<file path="src/rtl/core/csort_pkg.sv">
// shared constants and types for the cocktail shaker sorter
`default_nettype none

package csort_pkg;

  localparam int Capacity = 64;
  localparam int AddrW    = (Capacity > 1) ? $clog2(Capacity) : 1;
  localparam int CntW     = $clog2(Capacity + 1);

  localparam int KeyW  = 32;
  localparam int TagW  = 16;
  localparam int RankW = 6;

  localparam int InDataW  = ((KeyW + TagW + 7) / 8) * 8;
  localparam int OutRawW  = KeyW + TagW + RankW;
  localparam int OutDataW = ((OutRawW + 7) / 8) * 8;

  typedef logic [KeyW-1:0]  key_t;
  typedef logic [TagW-1:0]  tag_t;
  typedef logic [AddrW-1:0] addr_t;
  typedef logic [CntW-1:0]  cnt_t;

  typedef struct packed {
    tag_t tag;
    key_t key;
  } entry_t;

endpackage

`default_nettype wire

</file>
<file path="src/rtl/core/cocktail_shaker_sorter.sv">
// cocktail shaker sorter: store, in-memory shaker passes, ordered read-out
// load: one word per cycle while loading, tready is low during sort and read-out; a word without tlast gives no output
// sort: alternating forward and backward passes over one dual-port ram, each pass shrinking the window by one,
//   stopping early after a pass with no swap
// read-out: one word per cycle while the sink is ready; a stall holds the read word and the output register
// the passes read the ram one entry at a time through its single read port
// reset clears count, overflow flag and control; the store is left as is, no clearing pass
`default_nettype none

module cocktail_shaker_sorter (
  input  logic                           clk_i,
  input  logic                           rst_ni,
  input  logic                           s_axis_tvalid_i,
  output logic                           s_axis_tready_o,
  input  logic [csort_pkg::InDataW-1:0]  s_axis_tdata_i,   // sort_key, item_tag
  input  logic                           s_axis_tlast_i,   // batch_end
  output logic                           m_axis_tvalid_o,
  input  logic                           m_axis_tready_i,
  output logic [csort_pkg::OutDataW-1:0] m_axis_tdata_o,   // sorted_key, sorted_tag, rank, pad
  output logic                           m_axis_tlast_o,   // final_item
  output logic                           m_axis_tuser_o    // dropped_some
);
  import csort_pkg::*;

  typedef enum logic [1:0] {
    ST_LOAD,
    ST_FWD,
    ST_BWD,
    ST_EMIT
  } state_e;

  // storage
  entry_t mem_q [Capacity];
  entry_t rdata_q;
  logic   we, re;
  addr_t  waddr, raddr;
  entry_t wdata;

  // control
  state_e state_q, state_d;
  cnt_t   cnt_q, cnt_d;
  logic   ovf_q, ovf_d;
  cnt_t   lo_q, lo_d;
  cnt_t   hi_q, hi_d;
  cnt_t   left_q, left_d;
  addr_t  idx_q, idx_d;
  addr_t  rpos_q, rpos_d;
  logic   rvalid_q, rvalid_d;
  logic   first_q, first_d;
  logic   swap_q, swap_d;
  entry_t carry_q, carry_d;

  // output register
  logic        m_valid_q, m_valid_d;
  entry_t      m_entry_q, m_entry_d;
  logic [RankW-1:0] m_rank_q, m_rank_d;
  logic        m_last_q, m_last_d;
  logic        m_drop_q, m_drop_d;

  logic   accept;
  logic   stored;
  cnt_t   n_new;
  cnt_t   span;
  logic   consume;
  logic   issue;
  entry_t in_entry;

  assign s_axis_tready_o = (state_q == ST_LOAD);
  assign accept          = s_axis_tvalid_i & s_axis_tready_o;
  assign in_entry.key    = s_axis_tdata_i[KeyW-1:0];
  assign in_entry.tag    = s_axis_tdata_i[KeyW+TagW-1:KeyW];
  assign span            = hi_q - lo_q;

  always_comb begin
    state_d   = state_q;
    cnt_d     = cnt_q;
    ovf_d     = ovf_q;
    lo_d      = lo_q;
    hi_d      = hi_q;
    left_d    = left_q;
    idx_d     = idx_q;
    rpos_d    = rpos_q;
    rvalid_d  = 1'b0;
    first_d   = first_q;
    swap_d    = swap_q;
    carry_d   = carry_q;
    m_valid_d = m_valid_q & ~m_axis_tready_i;
    m_entry_d = m_entry_q;
    m_rank_d  = m_rank_q;
    m_last_d  = m_last_q;
    m_drop_d  = m_drop_q;
    we        = 1'b0;
    waddr     = idx_q;
    wdata     = carry_q;
    re        = 1'b0;
    raddr     = idx_q;
    stored    = 1'b0;
    n_new     = cnt_q;
    consume   = 1'b0;
    issue     = 1'b0;

    unique case (state_q)
      ST_LOAD: begin
        if (accept) begin
          if (cnt_q < CntW'(Capacity)) begin
            we     = 1'b1;
            waddr  = cnt_q[AddrW-1:0];
            wdata  = in_entry;
            stored = 1'b1;
          end else begin
            ovf_d = 1'b1;
          end
          n_new = cnt_q + CntW'(stored);
          cnt_d = n_new;
          if (s_axis_tlast_i) begin
            lo_d    = '0;
            hi_d    = n_new;
            idx_d   = '0;
            left_d  = n_new;
            first_d = 1'b1;
            swap_d  = 1'b0;
            if (n_new >= CntW'(2)) begin
              state_d = ST_FWD;
            end else begin
              state_d = ST_EMIT;
            end
          end
        end
      end

      ST_FWD: begin
        if (left_q != '0) begin
          re       = 1'b1;
          raddr    = idx_q;
          idx_d    = idx_q + AddrW'(1);
          left_d   = left_q - CntW'(1);
          rpos_d   = idx_q;
          rvalid_d = 1'b1;
        end
        if (rvalid_q) begin
          if (first_q) begin
            carry_d = rdata_q;
            first_d = 1'b0;
          end else begin
            we    = 1'b1;
            waddr = rpos_q - AddrW'(1);
            // later key strictly smaller moves down, otherwise the later entry becomes the carried maximum
            if (rdata_q.key < carry_q.key) begin
              wdata  = rdata_q;
              swap_d = 1'b1;
            end else begin
              wdata   = carry_q;
              carry_d = rdata_q;
            end
          end
        end else if (left_q == '0) begin
          // pass done: park the maximum at the top
          we      = 1'b1;
          waddr   = AddrW'(hi_q - CntW'(1));
          wdata   = carry_q;
          hi_d    = hi_q - CntW'(1);
          first_d = 1'b1;
          swap_d  = 1'b0;
          if (swap_q && span >= CntW'(3)) begin
            state_d = ST_BWD;
            idx_d   = AddrW'(hi_q - CntW'(2));
            left_d  = span - CntW'(1);
          end else begin
            state_d = ST_EMIT;
            idx_d   = '0;
            left_d  = cnt_q;
          end
        end
      end

      ST_BWD: begin
        if (left_q != '0) begin
          re       = 1'b1;
          raddr    = idx_q;
          idx_d    = idx_q - AddrW'(1);
          left_d   = left_q - CntW'(1);
          rpos_d   = idx_q;
          rvalid_d = 1'b1;
        end
        if (rvalid_q) begin
          if (first_q) begin
            carry_d = rdata_q;
            first_d = 1'b0;
          end else begin
            we    = 1'b1;
            waddr = rpos_q + AddrW'(1);
            // carried minimum passes an earlier entry only when strictly smaller
            if (carry_q.key < rdata_q.key) begin
              wdata  = rdata_q;
              swap_d = 1'b1;
            end else begin
              wdata   = carry_q;
              carry_d = rdata_q;
            end
          end
        end else if (left_q == '0) begin
          we      = 1'b1;
          waddr   = lo_q[AddrW-1:0];
          wdata   = carry_q;
          lo_d    = lo_q + CntW'(1);
          first_d = 1'b1;
          swap_d  = 1'b0;
          if (swap_q && span >= CntW'(3)) begin
            state_d = ST_FWD;
            idx_d   = AddrW'(lo_q + CntW'(1));
            left_d  = span - CntW'(1);
          end else begin
            state_d = ST_EMIT;
            idx_d   = '0;
            left_d  = cnt_q;
          end
        end
      end

      ST_EMIT: begin
        consume = rvalid_q & (~m_valid_q | m_axis_tready_i);
        issue   = (left_q != '0) & (~rvalid_q | consume);
        if (issue) begin
          re     = 1'b1;
          raddr  = idx_q;
          idx_d  = idx_q + AddrW'(1);
          left_d = left_q - CntW'(1);
          rpos_d = idx_q;
        end
        rvalid_d = issue | (rvalid_q & ~consume);
        if (consume) begin
          m_valid_d = 1'b1;
          m_entry_d = rdata_q;
          m_rank_d  = RankW'(rpos_q);
          m_last_d  = ((CntW'(rpos_q) + CntW'(1)) == cnt_q);
          m_drop_d  = ovf_q;
        end
        if (left_q == '0 && !rvalid_q) begin
          state_d = ST_LOAD;
          cnt_d   = '0;
          ovf_d   = 1'b0;
        end
      end

      default: begin
        state_d = ST_LOAD;
      end
    endcase
  end

  always_ff @(posedge clk_i or negedge rst_ni) begin
    if (!rst_ni) begin
      state_q   <= ST_LOAD;
      cnt_q     <= '0;
      ovf_q     <= 1'b0;
      lo_q      <= '0;
      hi_q      <= '0;
      left_q    <= '0;
      idx_q     <= '0;
      rpos_q    <= '0;
      rvalid_q  <= 1'b0;
      first_q   <= 1'b0;
      swap_q    <= 1'b0;
      carry_q   <= '0;
      m_valid_q <= 1'b0;
      m_entry_q <= '0;
      m_rank_q  <= '0;
      m_last_q  <= 1'b0;
      m_drop_q  <= 1'b0;
    end else begin
      state_q   <= state_d;
      cnt_q     <= cnt_d;
      ovf_q     <= ovf_d;
      lo_q      <= lo_d;
      hi_q      <= hi_d;
      left_q    <= left_d;
      idx_q     <= idx_d;
      rpos_q    <= rpos_d;
      rvalid_q  <= rvalid_d;
      first_q   <= first_d;
      swap_q    <= swap_d;
      carry_q   <= carry_d;
      m_valid_q <= m_valid_d;
      m_entry_q <= m_entry_d;
      m_rank_q  <= m_rank_d;
      m_last_q  <= m_last_d;
      m_drop_q  <= m_drop_d;
    end
  end

  // simple dual-port store, registered read
  always_ff @(posedge clk_i) begin
    if (we) begin
      mem_q[waddr] <= wdata;
    end
    if (re) begin
      rdata_q <= mem_q[raddr];
    end
  end

  assign m_axis_tvalid_o = m_valid_q;
  assign m_axis_tdata_o  = {{(OutDataW - OutRawW){1'b0}}, m_rank_q, m_entry_q.tag, m_entry_q.key};
  assign m_axis_tlast_o  = m_last_q;
  assign m_axis_tuser_o  = m_drop_q;

`ifndef SYNTHESIS
  a_cnt_range: assert property (@(posedge clk_i) disable iff (!rst_ni)
    cnt_q <= CntW'(Capacity))
    else $error("item count above capacity");

  a_ovf_full: assert property (@(posedge clk_i) disable iff (!rst_ni)
    ovf_q |-> (cnt_q == CntW'(Capacity)))
    else $error("overflow flagged with room left");

  a_pass_span: assert property (@(posedge clk_i) disable iff (!rst_ni)
    (state_q == ST_FWD || state_q == ST_BWD) |-> (lo_q < hi_q && span >= CntW'(2)))
    else $error("pass bounds collapsed");

  a_pass_write: assert property (@(posedge clk_i) disable iff (!rst_ni)
    (we && (state_q == ST_FWD || state_q == ST_BWD)) |->
      (CntW'(waddr) < hi_q && CntW'(waddr) >= lo_q))
    else $error("pass write outside active window");

  a_emit_rank: assert property (@(posedge clk_i) disable iff (!rst_ni)
    (state_q == ST_EMIT && rvalid_q) |-> (CntW'(rpos_q) < cnt_q))
    else $error("read-out beyond stored words");
`endif

endmodule

`default_nettype wire
</file>
<file path="config.mk">
export PLATFORM = sky130hd
export DESIGN_NAME = cocktail_shaker_sorter
export DESIGN_NICKNAME = d
export VERILOG_FILES = /design/src/rtl/core/csort_pkg.sv /design/src/rtl/core/cocktail_shaker_sorter.sv
export SDC_FILE = /design/constraint.sdc
export NUM_CORES = 2
export LEC_CHECK = 0
export BUFFER_PORTS_ARGS = -buffer_cell sky130_fd_sc_hd__buf_4
export CELL_PAD_IN_SITES_DETAIL_PLACEMENT = 1
export CELL_PAD_IN_SITES_GLOBAL_PLACEMENT = 2
export CORE_AREA = 2 2 485 487
export CTS_BUF_LIST = sky130_fd_sc_hd__clkbuf_8
export DETAILED_ROUTE_END_ITERATION = 16
export DIE_AREA = 0 0 487 489
export HOLD_SLACK_MARGIN = 0.02
export PLACE_DENSITY_LB_ADDON = 0.12
export SYNTH_ARGS = -nofsm -noshare
export SYNTH_HDL_FRONTEND = slang
export SYNTH_SLANG_ARGS = --single-unit
</file>
<file path="constraint.sdc">
create_clock -name clk_i -period 15.3 [get_ports clk_i]
set_clock_uncertainty 0.15 [all_clocks]
set_input_delay 0.765 -clock clk_i [delete_from_list [all_inputs] [get_ports clk_i]]
set_output_delay 0.765 -clock clk_i [all_outputs]
set_load 0.05 [all_outputs]
</file>
==> Word-level counts from Yosys, hierarchy flattened <==
Memories as Yosys holds them, arrays and structs flattened. A register that Yosys moved wholly into a read port is not among the register bits.
Index checks and enable logic that the tools add are counted.
{ "classes": {"mux": 105, "add_sub_neg": 12, "reduce_logical": 25, "n_bitwise": 12, "magnitude_cmp": 5, "eq_ne": 23} }
{ "ops": {"columns": ["operator", "count"], "rows": [
  ["2-to-1 mux 48 bit", 14],
  ["case mux 48 bit (3 select lines)", 1],
  ["2-to-1 mux 6 bit", 21],
  ["2-to-1 mux 7 bit", 15],
  ["case mux 48 bit (2 select lines)", 1],
  ["less-than comparator 32 bit", 2],
  ["case mux 7 bit (2 select lines)", 3],
  ["2-to-1 mux 1 bit", 30],
  ["case mux 6 bit (4 select lines)", 1],
  ["case mux 7 bit (3 select lines)", 1],
  ["subtractor 7 x 1 -> 7 bit (second input constant)", 3],
  ["2-to-1 mux 2 bit", 9],
  ["!= test 2 bit (second input constant)", 9],
  ["!= test 3 bit (second input constant)", 6],
  ["case mux 6 bit (3 select lines)", 1],
  ["AND reduction 5 bit", 3],
  [">= comparator 7 x 2 -> 1 bit (second input constant)", 2],
  ["AND reduction 7 bit", 2],
  ["adder 6 x 1 -> 6 bit (second input constant)", 2],
  ["case mux 6 bit (2 select lines)", 1],
  ["nonzero test 2 bit", 6],
  ["subtractor 6 x 1 -> 6 bit (second input constant)", 2],
  ["case mux 1 bit (2 select lines)", 5],
  ["AND reduction 3 bit", 3],
  ["25 further kinds", 39]
]} }
{ "word_totals": {"mem_bits_rw": 3072, "mem_count": 1, "inputBits": 53, "output_inout_bits": 60, "word_cells": 202, "ff_bits": 151} }
{ "memory_table": {"columns": ["memory", "depth", "width", "rd", "rd_ports_with_merged_regs", "wr", "line", "text"], "rows": [
  ["mem_q", 64, 48, 1, 1, 1, "cocktail_shaker_sorter.sv:33", "entry_t mem_q [Capacity];"]
]} }

==> Depth between registers and ports, before layout <==
{ "depth": {"ltp_word": 10, "ltp_mapped": 12, "mapped_depth_nobuf": 11} }

==> Worst setup path after synthesis <==
No wires, ideal clock.
{ "synth_path": {"path_kind": "register -> register", "startpoint": "register left_q[0]", "endpoint": "memory mem_q[20][0] (netlist name), enable pin", "t_arrival_ps": 7008, "path_slack_ps": 7569, "setup_time_ps": 573, "t_required_ps": 14577, "path_stages_with_launch": 12, "path_buffers": 2, "period_less_slack_ps": 7731, "path_cell_list": "dfrtp_1 -> inv_1 -> ha_1 -> or3b_1 -> or3_1 -> buf_6 -> o21ai_1 -> a211oi_1 -> o31ai_2 -> nand3_1 -> buf_2 -> nor4_1"} }
{ "synth_between": {"elab_chain_len": 6, "word_cells_on_any_way": 11, "classes_between": "mux (10); reduce/logical (1)"} }
{ "synth_lines": {"columns": ["item", "line", "text"], "rows": [
  ["start, declared", "cocktail_shaker_sorter.sv:45", "cnt_t left_q, left_d;"],
  ["start signal, assigned", "cocktail_shaker_sorter.sv:276", "left_q <= left_d;"],
  ["logical NOT 7 bit *", "cocktail_shaker_sorter.sv:156, cocktail_shaker_sorter.sv:201", null],
  ["2-to-1 mux 1 bit", "cocktail_shaker_sorter.sv:156, cocktail_shaker_sorter.sv:201", null],
  ["2-to-1 mux 1 bit", "cocktail_shaker_sorter.sv:185", "if (rvalid_q) begin"],
  ["case mux 1 bit (2 select lines)", "cocktail_shaker_sorter.sv:102", "unique case (state_q)"],
  ["2-to-1 mux 1 bit", "cocktail_shaker_sorter.sv:293", "if (we) begin"],
  ["2-to-1 mux 1 bit (implied by the code)", "cocktail_shaker_sorter.sv:294", "mem_q[waddr] <= wdata;"],
  ["end, declared", "cocktail_shaker_sorter.sv:33", null]
]} }
Mark *: on every way between the ends. The rest lies on a longest branch, timed or not.

==> Final worst setup path <==
{ "layout_path": {"startpoint": "register left_q[0]", "endpoint": "memory mem_q[7][41] (netlist name), enable pin"} }
The elaborated chain is that of the path after synthesis.

==> results by group <==
Cells and area
  – Leading cell type in the layout, fill and taps excluded: edfxtp_1
  – Final Cell Area: ~150000 um^2
  – Most frequent cells in the layout: edfxtp_1 (3120), mux4_2 (975), clkbuf_8 (574), buf_4 (338), inv_1 (255)
  – Layout cells sized above 1: 30.72%
  – Post-Layout Cell Count: 10204
  – P&R area growth vs syn: 11.55%
  – Final nets: 6866
  – Fillers: 19135

Worst setup path
  – Crit-path cells: inv_1 > ha_1 > or3b_1 > or3_1 > a221oi_2 > inv_1 > a21oi_1 > nand3_1 > nor3_2 > buf_4 > buf_4
  – Crit path launch type: flip-flop
  – Crit path from: left_q[0]$_DFFE_PN0P_
  – Worst Reg-to-Reg Cells: 11
  – Slowest-stage cell, CP: or3_1
  – Required @ worst endpoint: 15.81 ns
  – Critical path peak fanout: 26
  – Kind of end point of the critical path: flip-flop
  – Max incr delay on CP: 0.74 ns
  – WP data arrival: 6.95 ns
  – WS Path Type: reg2reg
  – Reg-to-Reg Start: left_q[0]$_DFFE_PN0P_

Pwr
  – Pwr Density: 218.0 nW/um^2
  – Leakage: 47.33 nW
  – Total chip power: between 30 and 40 mW
  – Worst VDD drop: 0.0001998 V

Route
  – DRC viols: 0
  – DR vias: 70647
  – Drt initial violations: 9547
  – Vias per Instance: between 6 and 7
  – Routed WL per cell: approximately 38 um
  – Antenna-violating nets left: 0
  – Drt first pass iters: 5
  – DRT Wirelength: a little under 400 mm

Logic synthesis
  – Synth Area in Compound Gates: 3.015%
  – Syn Area/Cell: 21.11 um^2
  – EDFF count, synth: 3120
  – Synth Area in XOR/XNOR: 0.2653%
  – Post-synth ARST share: under 10%
  – Cell count after synthesis: 6256
  – Ys flop type: edfxtp_1
  – Sequential fraction of the synthesis area: 73.81%
  – Main combinational cell family by area after synthesis: multiplexers
  – Flops & latches, synth: 3271
  – Count of cell types in the netlist: 83
  – Mux share of post-synthesis cell area: 18.48%
  – Simple-Gate Fraction of Synth Area: 2.416%
  – Synth Area in Adders: less than 1%
  – Post-Syn Area: roughly 130000 um^2
  – Ys Warns: 0

GRT
  – First-pass GRT wire length: 554.2 mm
  – Initial antenna violation count: 20
  – Global Route Usage Sum: 33.31%
  – Total gr overflow: 0
  – Vias in the first global route: 73033
  – Largest net degree at the start of global routing: 144

Clocking
  – Clock sinks: 3271
  – Worst-Skew Late Latency: 1.09 ns
  – H-tree depth: 6
  – Clock Path Buffers: 4
  – CTS tree: built
  – TritonCTS buffer count: 545
  – Root buffer cell: clkbuf_8
  – Post-cts resize count: 0
  – Clk slew on worst S/H paths: 0.06 ns
  – Number of buffers inserted by hold repair at cts: 3
  – Setup repair bufs after CTS: 0

STA
  – RSZ-0062 raised after global routing: false
  – Fin crit share: 42.04%
  – Max_slew headroom: between 10% and 20%
  – Final-report max-slew violation count: 0
  – Final setup margin: 8.867 ns
  – Max frequency: 0.1555 GHz
  – Tightest Pin Transition: 1.289 ns
  – Final setup viols: 0
  – Fin. Hold Viols: 0
  – Tmin final: 6.433 ns
  – Setup TNS: 0 ns

Floorplanning
  – Rows: 178
  – I/O Pins: between 100 and 150
  – Core Area: 233600 um^2
  – Die width: 487 um
  – Die height: just under 500 um
  – Starting Density: 56.52%
  – Die footprint: around 240000 um^2

Hold path
  – Worst hold path type: in2async

Place
  – Port Buffers: between 100 and 150
  – Place WS: roughly 9.0 ns
  – Cells after DPL: 9266
  – Routability cong.: 0.8111
  – Hpwl dp: 220.0 mm
  – Area after DPL: between 100000 and 150000 um^2

Flow run
  – MaxCap Viol Count: 0

Run status
  – Outcome: finished clean
## logic make-up after synthesis
family,after synthesis
and+or+nand+nor,652
buffers and inverters,488
adders and majority gates,57
xor gates and xnor gates,40
AOI/OAI and AO/OA,541
muxes,1206
DFF,3271
other,1
## worst max-delay path: cells and delay by family (launching register included)
kind,cells,cell delay (ns)
simple gates,4,2.56
buf+inv,4,1.48
compound gates,2,1.13
flops,1,0.41
fa+ha+maj,1,0.17
## worst paths after layout
| kind | end | slack, ns |
|---|---|---|
| worst min-delay path | cnt_q[6]$_DFFE_PN0P_ | 0.16 |
| worst min register to register | m_axis_tdata_o[25]$_DFFE_PN0P_ | 0.36 |
| max in group asynchronous | m_axis_tdata_o[25]$_DFFE_PN0P_ | 12.77 |
| min in group clk_i | first_q$_DFFE_PN0P_ | 0.18 |
| worst max register to register | mem_q[7][41]$_DFFE_PP_ | 8.87 |
| worst max-delay path | mem_q[7][41]$_DFFE_PP_ | 8.87 |
## area by class of cell
class	count	area [um^2]	share of cell area (%)
multi-input cells	2498	33220	22.55
inverters	90	337.8	0.2293
clock buffers	573	7886	5.354
repair buffers	350	2741	1.861
well taps	3060	3829	2.599
flip-flops and latches	3271	97490	66.19
diodes	21	52.55	0.03567
clock inverters	341	1745	1.185
## stage by stage
stage	utilization [%]	hold WS, ns
2_1_floorplan	-	0.3194
3_3_place_gp	58.89	0.3419
3_5_place_dp	58.89	0.3477
5_1_grt	63.04	0.1700
6_report	63.05	0.1615
4_1_cts	63.03	0.08472
## report_power, final
group | internal [mW] | switching (mW) | total (mW)
registers | 13.2 | 0.616 | 13.8
logic | 3.70 | 7.52 | 11.2
clock network | 3.64 | 3.44 | 7.08
## metal layers
layer  GRT usage (%)  wire, um  vias up
li1                -         -    27423
met1           47.41    148800    38057
met2           52.44    187200     4417
met3           7.197     42410      750
met4           10.35     12380        0
met5               0         0        -
## state kept, by name, indices dropped and copies added (netlist names)
| name | flops |
|---|---|
| cnt_q | 7 |
| hi_q | 7 |
| state_q | 2 |
| rvalid_q | 1 |
| ovf_q | 1 |
| lo_q | 7 |
| rdata_q | 48 |
| mem_q | 3072 |
| m_rank_q | 6 |
| idx_q | 6 |
| m_axis_tuser_o | 1 |
| m_axis_tlast_o | 1 |
| m_axis_tvalid_o | 1 |
| swap_q | 1 |
| rpos_q | 6 |
| left_q | 7 |
| first_q | 1 |
| carry_q | 48 |
| m_axis_tdata_o | 48 |
## synthesized netlist by cell type, types with 9 or more instances
master    count  area [um^2]
edfxtp_1   3120        93690
mux4_2      975        21960
clkbuf_1    268         1006
nand2_1     250        938.4
dfrtp_1     151         3779
nor2_1      130        488.0
mux2i_1     125         1251
mux2_2      106         1194
inv_1        88        330.3
buf_1        83        311.6
o21ai_0      70        350.3
a21oi_1      61        305.3
o211ai_1     60        450.4
ha_1         56        700.7
nor2b_1      56        350.3
and3_1       55        344.1
a221oi_1     54        473.0
a22o_1       54        473.0
a22oi_1      54        405.4
a211oi_1     40        300.3
buf_2        38        190.2
nor3_1       28        140.1
nand3_1      23        115.1
xnor2_1      23        201.4
o22ai_1      21        131.4
o311ai_0     20        175.2
nand4b_1     19        166.4
nor4_1       19        118.9
o221ai_1     17        148.9
xor2_1       17        148.9
nand4_1      14        87.58
nand2b_1     11        68.82
a21o_1        9        67.56
and2_1        9        56.30
Note: power is estimated with default switching activity, not from simulation.
